**src/rtl/lstm_gate_matvec_assert.svh**
```systemverilog
// Assertion macros for the LSTM gate matrix-vector block.
// Depends on a clock clk_i and an active-low reset rst_ni in the including module.
`ifndef LSTM_GATE_MATVEC_ASSERT_SVH
`define LSTM_GATE_MATVEC_ASSERT_SVH

// Clocked check, off while reset is asserted.
`define LGM_ASSERT(lbl, prop, msg) \
  lbl: assert property (@(posedge clk_i) disable iff (!rst_ni) (prop)) else $error(msg);

// Clocked check that also holds during reset.
`define LGM_ASSERT_ALWAYS(lbl, prop, msg) \
  lbl: assert property (@(posedge clk_i) (prop)) else $error(msg);

`endif

```
**src/rtl/lgm_pkg.sv**
```systemverilog
// Shared types, constants and helpers for the LSTM gate matrix-vector block.
// No dependencies.
package lgm_pkg;

  localparam int HIDDEN_SIZE = 128;
  localparam int IDX_W       = $clog2(HIDDEN_SIZE);
  localparam int CNT_W       = $clog2(HIDDEN_SIZE + 1);
  localparam int FIELD_IDX_W = 7;
  localparam int DATA_W      = 16;
  localparam int CFG_W       = 8;
  localparam int FRAC_W      = 12;
  localparam int PROD_W      = 2 * DATA_W;
  localparam int ACC_W       = PROD_W + $clog2(HIDDEN_SIZE + 2) + 1;
  localparam int RW_ADDR_W   = 2 * IDX_W;
  localparam int RW_DEPTH    = HIDDEN_SIZE * HIDDEN_SIZE;
  localparam logic [CFG_W-1:0] ACTIVE_SIZE_RST = CFG_W'(128);

  typedef enum logic [1:0] {
    REQ_WR_RW   = 2'd0,
    REQ_WR_IW   = 2'd1,
    REQ_WR_HV   = 2'd2,
    REQ_COMPUTE = 2'd3
  } req_e;

  typedef enum logic [2:0] {
    S_IDLE,
    S_RUN,
    S_DRAIN1,
    S_DRAIN2,
    S_RESULT
  } state_e;

  typedef struct packed {
    req_e                    req_type;
    logic [FIELD_IDX_W-1:0]  row;
    logic [FIELD_IDX_W-1:0]  col;
    logic signed [DATA_W-1:0] value;
    logic signed [DATA_W-1:0] bias_value;
  } in_t;

  typedef struct packed {
    logic [FIELD_IDX_W-1:0]  out_row;
    logic signed [DATA_W-1:0] gate_value;
    logic                    saturated;
  } out_t;

  // store write command
  typedef struct packed {
    logic                     rw_we;
    logic                     iw_we;
    logic                     hv_we;
    logic [IDX_W-1:0]         row;
    logic [IDX_W-1:0]         col;
    logic signed [DATA_W-1:0] value;
    logic signed [DATA_W-1:0] bias;
  } wr_t;

  // store read address
  typedef struct packed {
    logic [IDX_W-1:0] row;
    logic [IDX_W-1:0] col;
  } rd_t;

  // registered store read data
  typedef struct packed {
    logic signed [DATA_W-1:0] rw;
    logic signed [DATA_W-1:0] hv;
    logic signed [DATA_W-1:0] iw;
    logic signed [DATA_W-1:0] bias;
  } rdata_t;

  // MAC control
  typedef struct packed {
    logic load;    // preload accumulator with bias
    logic mul_en;  // operands valid this cycle
  } mac_ctl_t;

  function automatic logic idx_ok(logic [FIELD_IDX_W-1:0] x);
    return 32'(x) < HIDDEN_SIZE;
  endfunction

  function automatic logic [IDX_W-1:0] to_idx(logic [FIELD_IDX_W-1:0] x);
    return IDX_W'(x);
  endfunction

endpackage

```
**src/rtl/lgm_mac.sv**
```systemverilog
// Shared multiply-accumulate unit with Q8.24 to Q4.12 round and saturate.
// Depends on lgm_pkg.
module lgm_mac (
  input  logic                              clk_i,
  input  logic                              rst_ni,
  input  lgm_pkg::mac_ctl_t                 ctl_i,
  input  logic signed [lgm_pkg::DATA_W-1:0] op_a_i,
  input  logic signed [lgm_pkg::DATA_W-1:0] op_b_i,
  input  logic signed [lgm_pkg::DATA_W-1:0] bias_i,
  output logic signed [lgm_pkg::DATA_W-1:0] gate_value_o,
  output logic                              saturated_o
);

  localparam int ACC_W  = lgm_pkg::ACC_W;
  localparam int FRAC_W = lgm_pkg::FRAC_W;
  localparam int DATA_W = lgm_pkg::DATA_W;
  localparam int HI_W   = ACC_W - FRAC_W - DATA_W + 1;

  logic                               pv_q;
  logic signed [lgm_pkg::PROD_W-1:0]  prod_q;
  logic signed [ACC_W-1:0]            acc_q, acc_d;
  logic signed [ACC_W-1:0]            rnd;
  logic [HI_W-1:0]                    hi;

  always_ff @(posedge clk_i or negedge rst_ni) begin
    if (!rst_ni) begin
      pv_q <= 1'b0;
    end else begin
      pv_q <= ctl_i.mul_en;
    end
  end

  always_ff @(posedge clk_i) begin
    prod_q <= op_a_i * op_b_i;
    acc_q  <= acc_d;
  end

  always_comb begin
    acc_d = acc_q;
    if (ctl_i.load) begin
      acc_d = {{(ACC_W-DATA_W-FRAC_W){bias_i[DATA_W-1]}}, bias_i, {FRAC_W{1'b0}}};
    end else if (pv_q) begin
      acc_d = acc_q + ACC_W'(prod_q);
    end
  end

  // round half up, then clip when the upper bits are not a sign extension
  assign rnd = acc_q + ACC_W'(1 << (FRAC_W - 1));
  assign hi  = rnd[ACC_W-1:FRAC_W+DATA_W-1];

  always_comb begin
    saturated_o  = !((&hi) || (~|hi));
    gate_value_o = rnd[FRAC_W+DATA_W-1:FRAC_W];
    if (saturated_o) begin
      gate_value_o = rnd[ACC_W-1] ? {1'b1, {(DATA_W-1){1'b0}}} : {1'b0, {(DATA_W-1){1'b1}}};
    end
  end

endmodule

```
**config.mk**
```make
export PLATFORM = sky130hd
export DESIGN_NAME = lgm_mac
export DESIGN_NICKNAME = d
export VERILOG_FILES = /design/src/rtl/lstm_gate_matvec_assert.svh /design/src/rtl/lgm_pkg.sv /design/src/rtl/lgm_mac.sv
export SDC_FILE = /design/constraint.sdc
export NUM_CORES = 1
export LEC_CHECK = 0
export BUFFER_PORTS_ARGS = -buffer_cell sky130_fd_sc_hd__buf_2
export CAP_MARGIN = 10
export CELL_PAD_IN_SITES_DETAIL_PLACEMENT = 1
export CELL_PAD_IN_SITES_GLOBAL_PLACEMENT = 2
export CORE_MARGIN = 3
export CORE_UTILIZATION = 42
export CTS_BUF_LIST = sky130_fd_sc_hd__clkbuf_4
export DETAILED_ROUTE_END_ITERATION = 7
export PLACE_DENSITY = 0.91
export SLEW_MARGIN = 20
export SYNTH_ARGS = -nofsm -noshare
export SYNTH_HDL_FRONTEND = slang
export SYNTH_SLANG_ARGS = --single-unit
export TNS_END_PERCENT = 100
```
**constraint.sdc**
```tcl
create_clock -name clk_i -period 4 [get_ports clk_i]
set_clock_uncertainty 0.2 [all_clocks]
set_input_delay 0 -clock clk_i [delete_from_list [all_inputs] [get_ports clk_i]]
set_output_delay 0 -clock clk_i [all_outputs]
set_load 0.005 [all_outputs]
```
==> flow_summary.json, run 1 <==
{
  "status": "finished with violations",
  "violations": "negative setup slack",
  "max_cap_viol_count": 0,
  "clock_latency_ns": 0.44,
  "dr.first_iter.drc_count": 556,
  "rsz0062_at_grt": "true",
  "wl_per_cell_um": 18.7,
  "dp.cells": 2263,
  "yosysWarnings": 0,
  "syn-cell-area_sq_um": 14900,
  "grt-ovfl-total": 0,
  "die_area_sq_um": 37700,
  "max_freq_mhz": 191,
  "via_per_inst": 5.19,
  "std_cell_rows": 68,
  "tightest_slew_ns": 0.737,
  "layout.cells.non_filler": 2323,
  "drc": 0,
  "path_max_fanout": 6,
  "grt_pass1_wl_um": 71400,
  "gp_congestion": 0.857,
  "required_ns": 4.16,
  "cp-start-kind": "input port",
  "multi_input_area_sq_um": 12300,
  "ant_nets": 0,
  "ioPinCount": 69,
  "criticalPathCategory": "in -> reg",
  "max_slew_margin_pct": 50.9,
  "endpoint_kind": "flip-flop",
  "final_util_pct": 52.4,
  "clk_pin_slew_worst_paths_ns": 0.13,
  "synthCells": 1631,
  "fin_crit_sh_pct": 131,
  "finalNetCount": 2300,
  "synth_nets": 2069,
  "synth-async-reset-ratio_pct": 1.35,
  "cts_max_level": 3,
  "clock_path_buffers": 2,
  "final_hold_viol_count": 0,
  "setup-violations-final": 22,
  "grt_pass1_vias": 13900,
  "core_area_sq_um": 34700,
  "n_fill_cell": 3985,
  "die_y_um": 194,
  "yosysUniqueCellTypes": 72,
  "seq_area_sq_um": 1780,
  "start_util_pct": 42.8,
  "hold_path_class": "in -> reg",
  "finalCriticalPeriod_ns": 5.24,
  "cts-root-buf": "clkbuf_4",
  "fp.dieW_um": 194,
  "timing.final.max_slew_violations": 0,
  "avgSynthCellArea_sq_um": 9.11,
  "dr_total_vias": 12100,
  "dp_hpwl_um": 36500,
  "layout_setup_ws_ns": -1.24,
  "synthFlopType": "dfxtp_1",
  "wirelength_um": 43400,
  "drive_gt1_share_pct": 21.9,
  "ys_top_cells_by_area": "fa_1 (35%), ha_1 (10%), inv_1 (8.0%)",
  "cp.arrival_ns": 5.41,
  "grt_max_degree": 30,
  "drt-pass1-iter-count": 4,
  "cts-buffers-inserted": 9,
  "port_buffers": 68,
  "ys_ff_latch": 74,
  "antenna_found_initial": 1,
  "grt_util_all_layers_pct": 23.1,
  "area_delta_synth_final_pct": 22.5,
  "synth_edf_count": 29,
  "tritoncts": "built",
  "yosysTopAreaCell": "fa_1",
  "ys_seq_area_share_pct": 12.0,
  "synth_top_area_share_pct": 35.4,
  "clkSinkCount": 74
}
==> sequential cells by signal (all words and copies together), names as in the netlist <==
register  cells
acc_q        41
prod_q       32
pv_q          1
==> critical path: stages <==
cell,delay (ns)
buf_8,0.10
buf_12,0.13
and2_4,0.14
fa_1,0.54
inv_2,0.05
fa_2,0.54
fa_2,0.44
inv_2,0.07
fa_2,0.44
fa_1,0.51
inv_2,0.04
fa_1,0.51
inv_2,0.05
ha_4,0.24
a21o_1,0.19
a21oi_2,0.15
nor2b_2,0.07
o211ai_1,0.25
o311ai_4,0.16
nand4_1,0.12
o211ai_1,0.11
buf_4,0.17
o211a_1,0.23
a211oi_2,0.15
==> Yosys cell counts, drive strengths merged (6+ instances only) <==
cell    number
nor2        54
nor3        11
nand2      170
edfxtp      29
o21ai       55
a211oi      10
ha         123
nand2b      12
a21o        45
o21bai       9
fa         263
a21oi       70
dfxtp       44
nand3       19
and3        15
mux2i       12
nand4       16
clkbuf      44
and2       130
xnor2       56
xor2        30
and4         6
a31oi        8
inv        318
o211ai       6
==> per-stage QoR <==
step                      hold slack [ns]  setup TNS [ns]  instance area [sq um]  setup WS [ns]
after floorplan                    -0.496          -19.22                  15400          -1.36
after global placement             -0.424          -29.77                  17100          -1.69
after detailed placement           -0.423          -32.56                  17100          -1.87
after CTS                           0.121          -18.16                  18000          -1.13
after global routing                0.142          -23.54                  18200          -1.43
final                               0.156          -20.72                  18200          -1.24
==> kinds of logic after synthesis <==
| family | Yosys count | synth area share [%] |
|---|---|---|
| AOI/OAI and AO/OA | 242 | 10.8 |
| DFF | 74 | 12.0 |
| muxes | 12 | 0.808 |
| buffers and inverters | 367 | 9.41 |
| adders and majority gates | 386 | 45.8 |
| and+or+nand+nor | 464 | 16.2 |
| xor gates and xnor gates | 86 | 5.07 |
==> cells in the final DEF, fill, tap and decap left out, types with 42 or more instances in the layout <==
cell type,netlist,routed
inv_1,318,293
fa_1,263,248
nand2_1,170,164
buf_4,1,163
and2_1,129,108
ha_1,123,106
a21oi_1,69,56
xnor2_1,56,50
nor2_1,53,49
a21o_1,45,45
o21ai_0,51,44
dfxtp_1,44,44
buf_2,2,42
==> cell type report <==
class | count | share of cell area, %
multi-input combinational | 1190 | 67.7
timing repair buffer | 269 | 11.9
sequential | 74 | 9.76
inverter | 318 | 6.57
tap | 455 | 3.13
clock inverter | 6 | 0.495
clock buffer | 10 | 0.413
antenna | 1 | 0.0138
==> path summary, 6_finish.rpt <==
kind                           start    endpoint  slack [ns]  cells past startpoint
min reg2reg                 acc_q[8]    acc_q[8]        0.30                      2
min in group asynchronous     rst_ni        pv_q        0.20                      3
min                        op_b_i[1]   prod_q[2]        0.16                      5
max in group asynchronous     rst_ni        pv_q        3.31                      3
max reg2reg                 acc_q[0]   acc_q[38]        0.35                     12
max                        op_a_i[7]  prod_q[31]       -1.24                     24
==> timing repair <==
action / CTS / global route
pin swaps: 62 / 25
hold endpoints to repair: 37 / 0
endpoints found under the setup margin: 23 / 23
hold buffers: 25 / 0
buffers inserted: 17 / 8
resized for setup: 105 / 32
==> per-layer routing <==
| layer | vias to the layer above | part of all wire [%] | GRT usage (%) |
|---|---|---|---|
| li1 | 5640 | - | - |
| met1 | 6165 | 45 | 29.9 |
| met2 | 197 | 51 | 42.6 |
| met3 | 53 | 2.4 | 1.55 |
| met4 | 0 | 1.7 | 5.48 |
| met5 | - | 0 | 0 |
Power of run 1 is left out: the tool's default activity adds up to more than one toggle a clock period on the data nets, which glitch-free logic cannot reach.
==> inputs of run 2 (changes only) <==
--- a/config.mk
+++ b/config.mk
@@ -7,5 +7,5 @@
 export LEC_CHECK = 0
 export BUFFER_PORTS_ARGS = -buffer_cell sky130_fd_sc_hd__buf_2
-export CAP_MARGIN = 10
+export CAP_MARGIN = 0
 export CELL_PAD_IN_SITES_DETAIL_PLACEMENT = 1
 export CELL_PAD_IN_SITES_GLOBAL_PLACEMENT = 2
==> constraint.sdc (replaced) <==
create_clock -name clk_i -period 4 [get_ports clk_i]
set_clock_uncertainty 0.2 [all_clocks]
set_input_delay 1.2 -clock clk_i [delete_from_list [all_inputs] [get_ports clk_i]]
set_output_delay 1.2 -clock clk_i [all_outputs]
set_load 0.005 [all_outputs]
==> flow_summary.json, run 2 (synthesis gave the netlist of run 1 again) <==
{
  "min-delay-start": "acc_q[8]",
  "drc": 0,
  "endpoint_kind": "flip-flop",
  "cp.arrival_ns": 6.74,
  "wirelength_um": 50600,
  "clkSinkCount": 74,
  "largest_reg_flops": 41,
  "clock_latency_ns": 0.44,
  "fp.dieW_um": 194,
  "fin_crit_sh_pct": 164,
  "setup-violations-final": 42,
  "start_util_pct": 42.8,
  "finalNetCount": 2336,
  "antenna_found_initial": 1,
  "cts-root-buf": "clkbuf_4",
  "die_y_um": 194,
  "max_slew_margin_pct": 50.9,
  "rsz0062_at_grt": "true",
  "timing.final.max_slew_violations": 0,
  "crit-reg2reg-capture": "acc_q[38]",
  "area_delta_synth_final_pct": 29.3,
  "hold_path_class": "reg -> reg",
  "tritoncts": "built",
  "r2r-start": "acc_q[0]",
  "hold_depth": 2,
  "grt_pass1_vias": 15000,
  "finalCriticalPeriod_ns": 6.57,
  "drt-pass1-iter-count": 5,
  "regMostFlops": "acc_q",
  "via_per_inst": 5.36,
  "grt_pass1_wl_um": 78500,
  "dp_hpwl_um": 37900,
  "cp.depth": 22,
  "criticalPathCategory": "in -> reg",
  "final_common_cell": "inv_1",
  "grt_max_degree": 30,
  "final_hold_viol_count": 0,
  "setup.worst_path.end": "prod_q[31]",
  "std_cell_rows": 68,
  "max_cap_viol_count": 0,
  "required_ns": 4.17,
  "cts-buffers-inserted": 9,
  "gp_congestion": 0.872,
  "final_util_pct": 55.3,
  "grt_util_all_layers_pct": 25.7,
  "violations": "negative setup slack",
  "cts_hold_buf": 0,
  "core_area_sq_um": 34700,
  "largestRegisters": "acc_q: 41 flops, prod_q: 32 flops, pv_q: 1 flops",
  "critical_path.cell_chain": "buf_6 > and2_4 > fa_1 > inv_2 > fa_2 > fa_1 > inv_2 > fa_1 > fa_1 > inv_1 > fa_1 > inv_2 > ha_4 > buf_4 > and3_4 > nand3_4 > o311ai_4 > nand4_1 > o211ai_1 > buf_4 > o21ai_4 > a211oi_2",
  "path_buf_inv": 7,
  "ioPinCount": 69,
  "die_area_sq_um": 37700,
  "clk_pin_slew_worst_paths_ns": 0.12,
  "cp_slowest_stage_delay_ns": 0.55,
  "cp_slowest_cell": "fa_1",
  "rrSetupSlack_ns": 0.38,
  "status": "finished with violations",
  "path_max_fanout": 10,
  "max_freq_mhz": 152,
  "reg2reg_depth": 12,
  "drive_gt1_share_pct": 30.3,
  "startpoint": "op_b_i[4]",
  "cpMostUsedCell": "fa_1",
  "cp_top_family": "adder cells",
  "layout_common_cells": "inv_1 (276), fa_1 (237), buf_4 (188)",
  "dr.first_iter.drc_count": 565,
  "cp-start-kind": "input port",
  "wl_per_cell_um": 21.4,
  "clock_path_buffers": 2,
  "layout_setup_ws_ns": -2.57,
  "port_buffers": 68,
  "cts_max_level": 3,
  "ant_nets": 0,
  "grt-ovfl-total": 0,
  "tightest_slew_ns": 0.735,
  "dr_total_vias": 12600,
  "fin_tns_setup_ns": -56.13
}
## run 2: cell types whose count changed in the layout (fill, tap and decap cells not counted), moves of 14 or more
cell,before,now
ha_1,106,89
inv_2,24,41
dlygate4sd3_1,25,0
inv_1,293,276
buf_4,163,188
a21oi_1,56,40
a21oi_2,11,26
ha_4,16,30
buf_6,33,54
## run 2: how the worst min path moves through the flow
stage,to,slack (ns)
floorplan,acc_q[8],0.23
global placement,acc_q[8],0.27
detailed placement,acc_q[8],0.27
CTS,pv_q,0.27
global route,pv_q,0.27
finish,acc_q[8],0.29
## run 2: layout make-up
cell class / instances / area [sq um]
Clock buffer: 10 / 75.1
Inverter: 318 / 1200
Antenna cell: 1 / 2.50
Timing Repair Buffer: 304 / 2650
Multi-Input combinational cell: 1191 / 12800
Clock inverter: 6 / 88.8
Sequential cell: 74 / 1780
Fill cell: 3888 / 15500
Tap cell: 455 / 569
## run 2: per-layer routing
layer  wire length, um  part of all wire [%]  vias up  GRT usage [%]
met5                 0                     0        -              0
met4              1690                   3.3        0           8.01
met3              1510                   3.0      104           2.28
met2             26800                    53      322           48.8
met1             20600                    41     6497           30.8
li1                  -                     -     5720              -
## run 2: per-stage QoR
step	std cells	hold WS [ns]	worst slack (ns)	cell area [sq um]
after CTS	2348	0.266	-2.36	18700
after floorplan	1631	0.229	-2.56	15500
final	2359	0.287	-2.57	19200
after detailed placement	2298	0.274	-3.08	17400
after global placement	2298	0.273	-2.91	17400
after global routing	2359	0.265	-2.70	19200
## run 2: worst register-to-register path, stage by stage, from the launching register on
cell and delay, ns:
dfxtp_1 0.35, ha_1 0.20, inv_1 0.07, fa_1 0.41, nand2b_1 0.18, a21oi_1 0.19
o21ai_0 0.20, o31ai_2 0.34, a221oi_2 0.17, o41ai_2 0.62, a21oi_1 0.17, mux2i_1 0.18
nand4_1 0.10
## run 2: what timing repair did
item                                    CTS  global route
buffers inserted                         32            13
pin swaps                               112            61
gates resized for setup                 216           112
endpoints found under the hold margin     0             0
gates cloned                              4             0
endpoints found under the setup margin   44            44
Power of run 2 is left out for the same reason.
==> inputs of run 3 (changes only) <==
ABC_AREA = 1   (was default)
CORE_UTILIZATION = 38   (was 42)
PLACE_DENSITY = 0.9   (was 0.91)
clock period = 6.07 ns   (was 4 ns; I/O delays follow)
==> flow_summary.json, run 3 <==
{
  "status": "finished with violations",
  "violations": "negative setup slack",
  "setup-violations-final": 22,
  "final_hold_viol_count": 0,
  "ys_seq_area_share_pct": 10.8,
  "area_delta_synth_final_pct": 28.8,
  "cts_max_level": 3,
  "timing.final.max_slew_violations": 0,
  "n_fill_cell": 5174,
  "final_common_cell": "nand2_1",
  "drive_gt1_share_pct": 24.6,
  "synthTopCellsByCount": "nand2_1 (631), inv_1 (549), fa_1 (263), nor2_1 (179), ha_1 (123)",
  "cp-start-kind": "input port",
  "tightest_slew_ns": 1.09,
  "grt_util_all_layers_pct": 26.4,
  "dr_total_vias": 15700,
  "grt_pass1_wl_um": 93500,
  "core_area_sq_um": 42300,
  "largestRegisters": "acc_q: 41 flops, prod_q: 32 flops, pv_q: 1 flops",
  "syn-cell-area_sq_um": 16400,
  "max_freq_mhz": 151,
  "std_cell_rows": 75,
  "ys_top_cells_by_area": "fa_1 (32%), nand2_1 (14%), inv_1 (13%)",
  "yosysWarnings": 0,
  "cts_hold_buf": 0,
  "synth_top_area_share_pct": 32.1,
  "critical_path.cell_chain": "buf_12 > buf_4 > nand2_1 > inv_2 > fa_1 > inv_1 > fa_1 > fa_1 > inv_2 > fa_2 > fa_1 > inv_1 > fa_1 > inv_2 > ha_4 > nand2_1 > o21ai_1 > inv_1 > buf_4 > buf_4 > buf_6 > nand2_2 > xor2_1",
  "grt_pass1_vias": 17500,
  "hold_path_class": "reg -> reg",
  "rrSetupSlack_ns": 2.64,
  "required_ns": 6.27,
  "cts-buffers-inserted": 9,
  "ioPinCount": 69,
  "fin_crit_sh_pct": 109,
  "antenna_found_initial": 2,
  "gp_congestion": 0.885,
  "rsz0062_at_grt": "true",
  "grt-ovfl-total": 0,
  "fp.dieW_um": 214,
  "pre_cts_ws_ns": -1.21,
  "ys_ff_latch": 74,
  "max_slew_margin_pct": 27.4,
  "die_y_um": 214,
  "clock_path_buffers": 2,
  "via_per_inst": 5.03,
  "drt-pass1-iter-count": 5,
  "cpMostUsedCell": "fa_1",
  "cp_slowest_cell": "fa_1",
  "cp_slowest_stage_delay_ns": 0.55,
  "grt_max_degree": 41,
  "synth-async-reset-ratio_pct": 1.35,
  "tritoncts": "built",
  "finalCriticalPeriod_ns": 6.63,
  "synth_nets": 2734,
  "layout_common_cells": "nand2_1 (573), inv_1 (468), fa_1 (235)",
  "wl_per_cell_um": 20.5,
  "port_buffers": 68,
  "dr.first_iter.drc_count": 731,
  "dp_hpwl_um": 48500,
  "path_max_fanout": 7,
  "drc": 0,
  "synthCells": 2296,
  "clkSinkCount": 74,
  "start_util_pct": 38.7,
  "cp_top_family": "adder cells",
  "yosysMostFrequentCell": "nand2_1",
  "layout_setup_ws_ns": -0.561,
  "die_area_sq_um": 45700,
  "cts-root-buf": "clkbuf_4",
  "avgSynthCellArea_sq_um": 7.14,
  "cp.arrival_ns": 6.83,
  "clk_pin_slew_worst_paths_ns": 0.12,
  "ant_nets": 0,
  "yosysTopAreaCell": "fa_1",
  "synth_edf_count": 29,
  "endpoint_kind": "flip-flop",
  "synthFlopType": "dfxtp_1",
  "yosysUniqueCellTypes": 41,
  "max_cap_viol_count": 0,
  "regMostFlops": "acc_q",
  "clock_latency_ns": 0.50,
  "largest_reg_flops": 41,
  "finalNetCount": 2978,
  "criticalPathCategory": "in -> reg",
  "path_buf_inv": 11,
  "wirelength_um": 63900
}
-- run 3: changes by cell type after synthesis, moves of 12 or more --
| cell | previous run | this run |
|---|---|---|
| nand2_1 | 170 | 631 |
| inv_1 | 318 | 549 |
| and2_1 | 129 | 1 |
| nor2_1 | 53 | 179 |
| nand3_1 | 19 | 70 |
| a21o_1 | 45 | 6 |
| xnor2_1 | 56 | 27 |
| a21oi_1 | 69 | 96 |
| o21ai_0 | 51 | 76 |
| clkbuf_1 | 44 | 64 |
| and3_1 | 15 | 0 |
| mux2i_1 | 12 | 0 |
-- run 3: worst register-to-register path: stages (launching register included) --
cell     delay [ns]
dfxtp_1        0.36
ha_1           0.25
inv_1          0.12
fa_1           0.43
inv_1          0.16
nand3_1        0.09
nand2_1        0.20
a21oi_1        0.20
o21ai_0        0.60
nand3_1        0.15
nand2_1        0.20
nand2_1        0.07
nand2_1        0.05
o21ai_0        0.07
-- run 3: final timing paths --
check,start,cells past startpoint,to
worst max-delay path,op_b_i[4],23,prod_q[18]
worst min-delay path,acc_q[2],2,acc_q[2]
worst max register to register,acc_q[0],13,acc_q[30]
worst min register to register,acc_q[2],2,acc_q[2]
max in group asynchronous,rst_ni,1,pv_q
min in group asynchronous,rst_ni,1,pv_q
-- run 3: cells by family after synthesis --
logic type / share of synthesized area (%)
AND/OR/NAND/NOR: 22.9
buffers and inverters: 14.4
AO/OA/AOI/OAI: 7.00
adder cells (fa/ha/maj): 41.5
flip-flops: 10.8
XOR/XNOR: 3.37
-- run 3: layout make-up --
class	count	area (sq um)	share of cell area (%)
Inverter	553	2090	9.92
Tap cell	577	722	3.42
Sequential cell	74	1780	8.42
Antenna cell	2	5.00	0.0237
Clock inverter	7	91.3	0.433
Clock buffer	9	67.6	0.320
Multi-Input combinational cell	1600	13600	64.4
Timing Repair Buffer	302	2760	13.1
-- run 3: timing repair --
item	in CTS	in global routing
resized for setup	225	160
setup buffers	28	31
cloned	3	4
pin swaps	111	110
setup endpoints to repair	23	24
-- run 3: layer usage --
metal	track usage (%)	vias up	part of all wire (%)
li1	-	7325	-
met1	30.9	7786	39
met2	50.5	423	53
met3	2.31	185	3.4
met4	9.09	0	5.0
met5	0	-	0
-- run 3: through the flow --
step                cells  TNS [ns]  utilization (%)  instance area, sq um  hold WS (ns)
global route         3124    -10.69             49.9                 21100         0.306
global placement     3046    -20.18             44.9                 19000         0.251
floorplan            2296    -10.33                -                 17300         0.243
CTS                  3090     -4.14             47.8                 20200         0.288
finish               3124     -8.23             49.9                 21100         0.290
detailed placement   3046    -23.00             44.9                 19000         0.268
Power of run 3 is left out for the same reason.
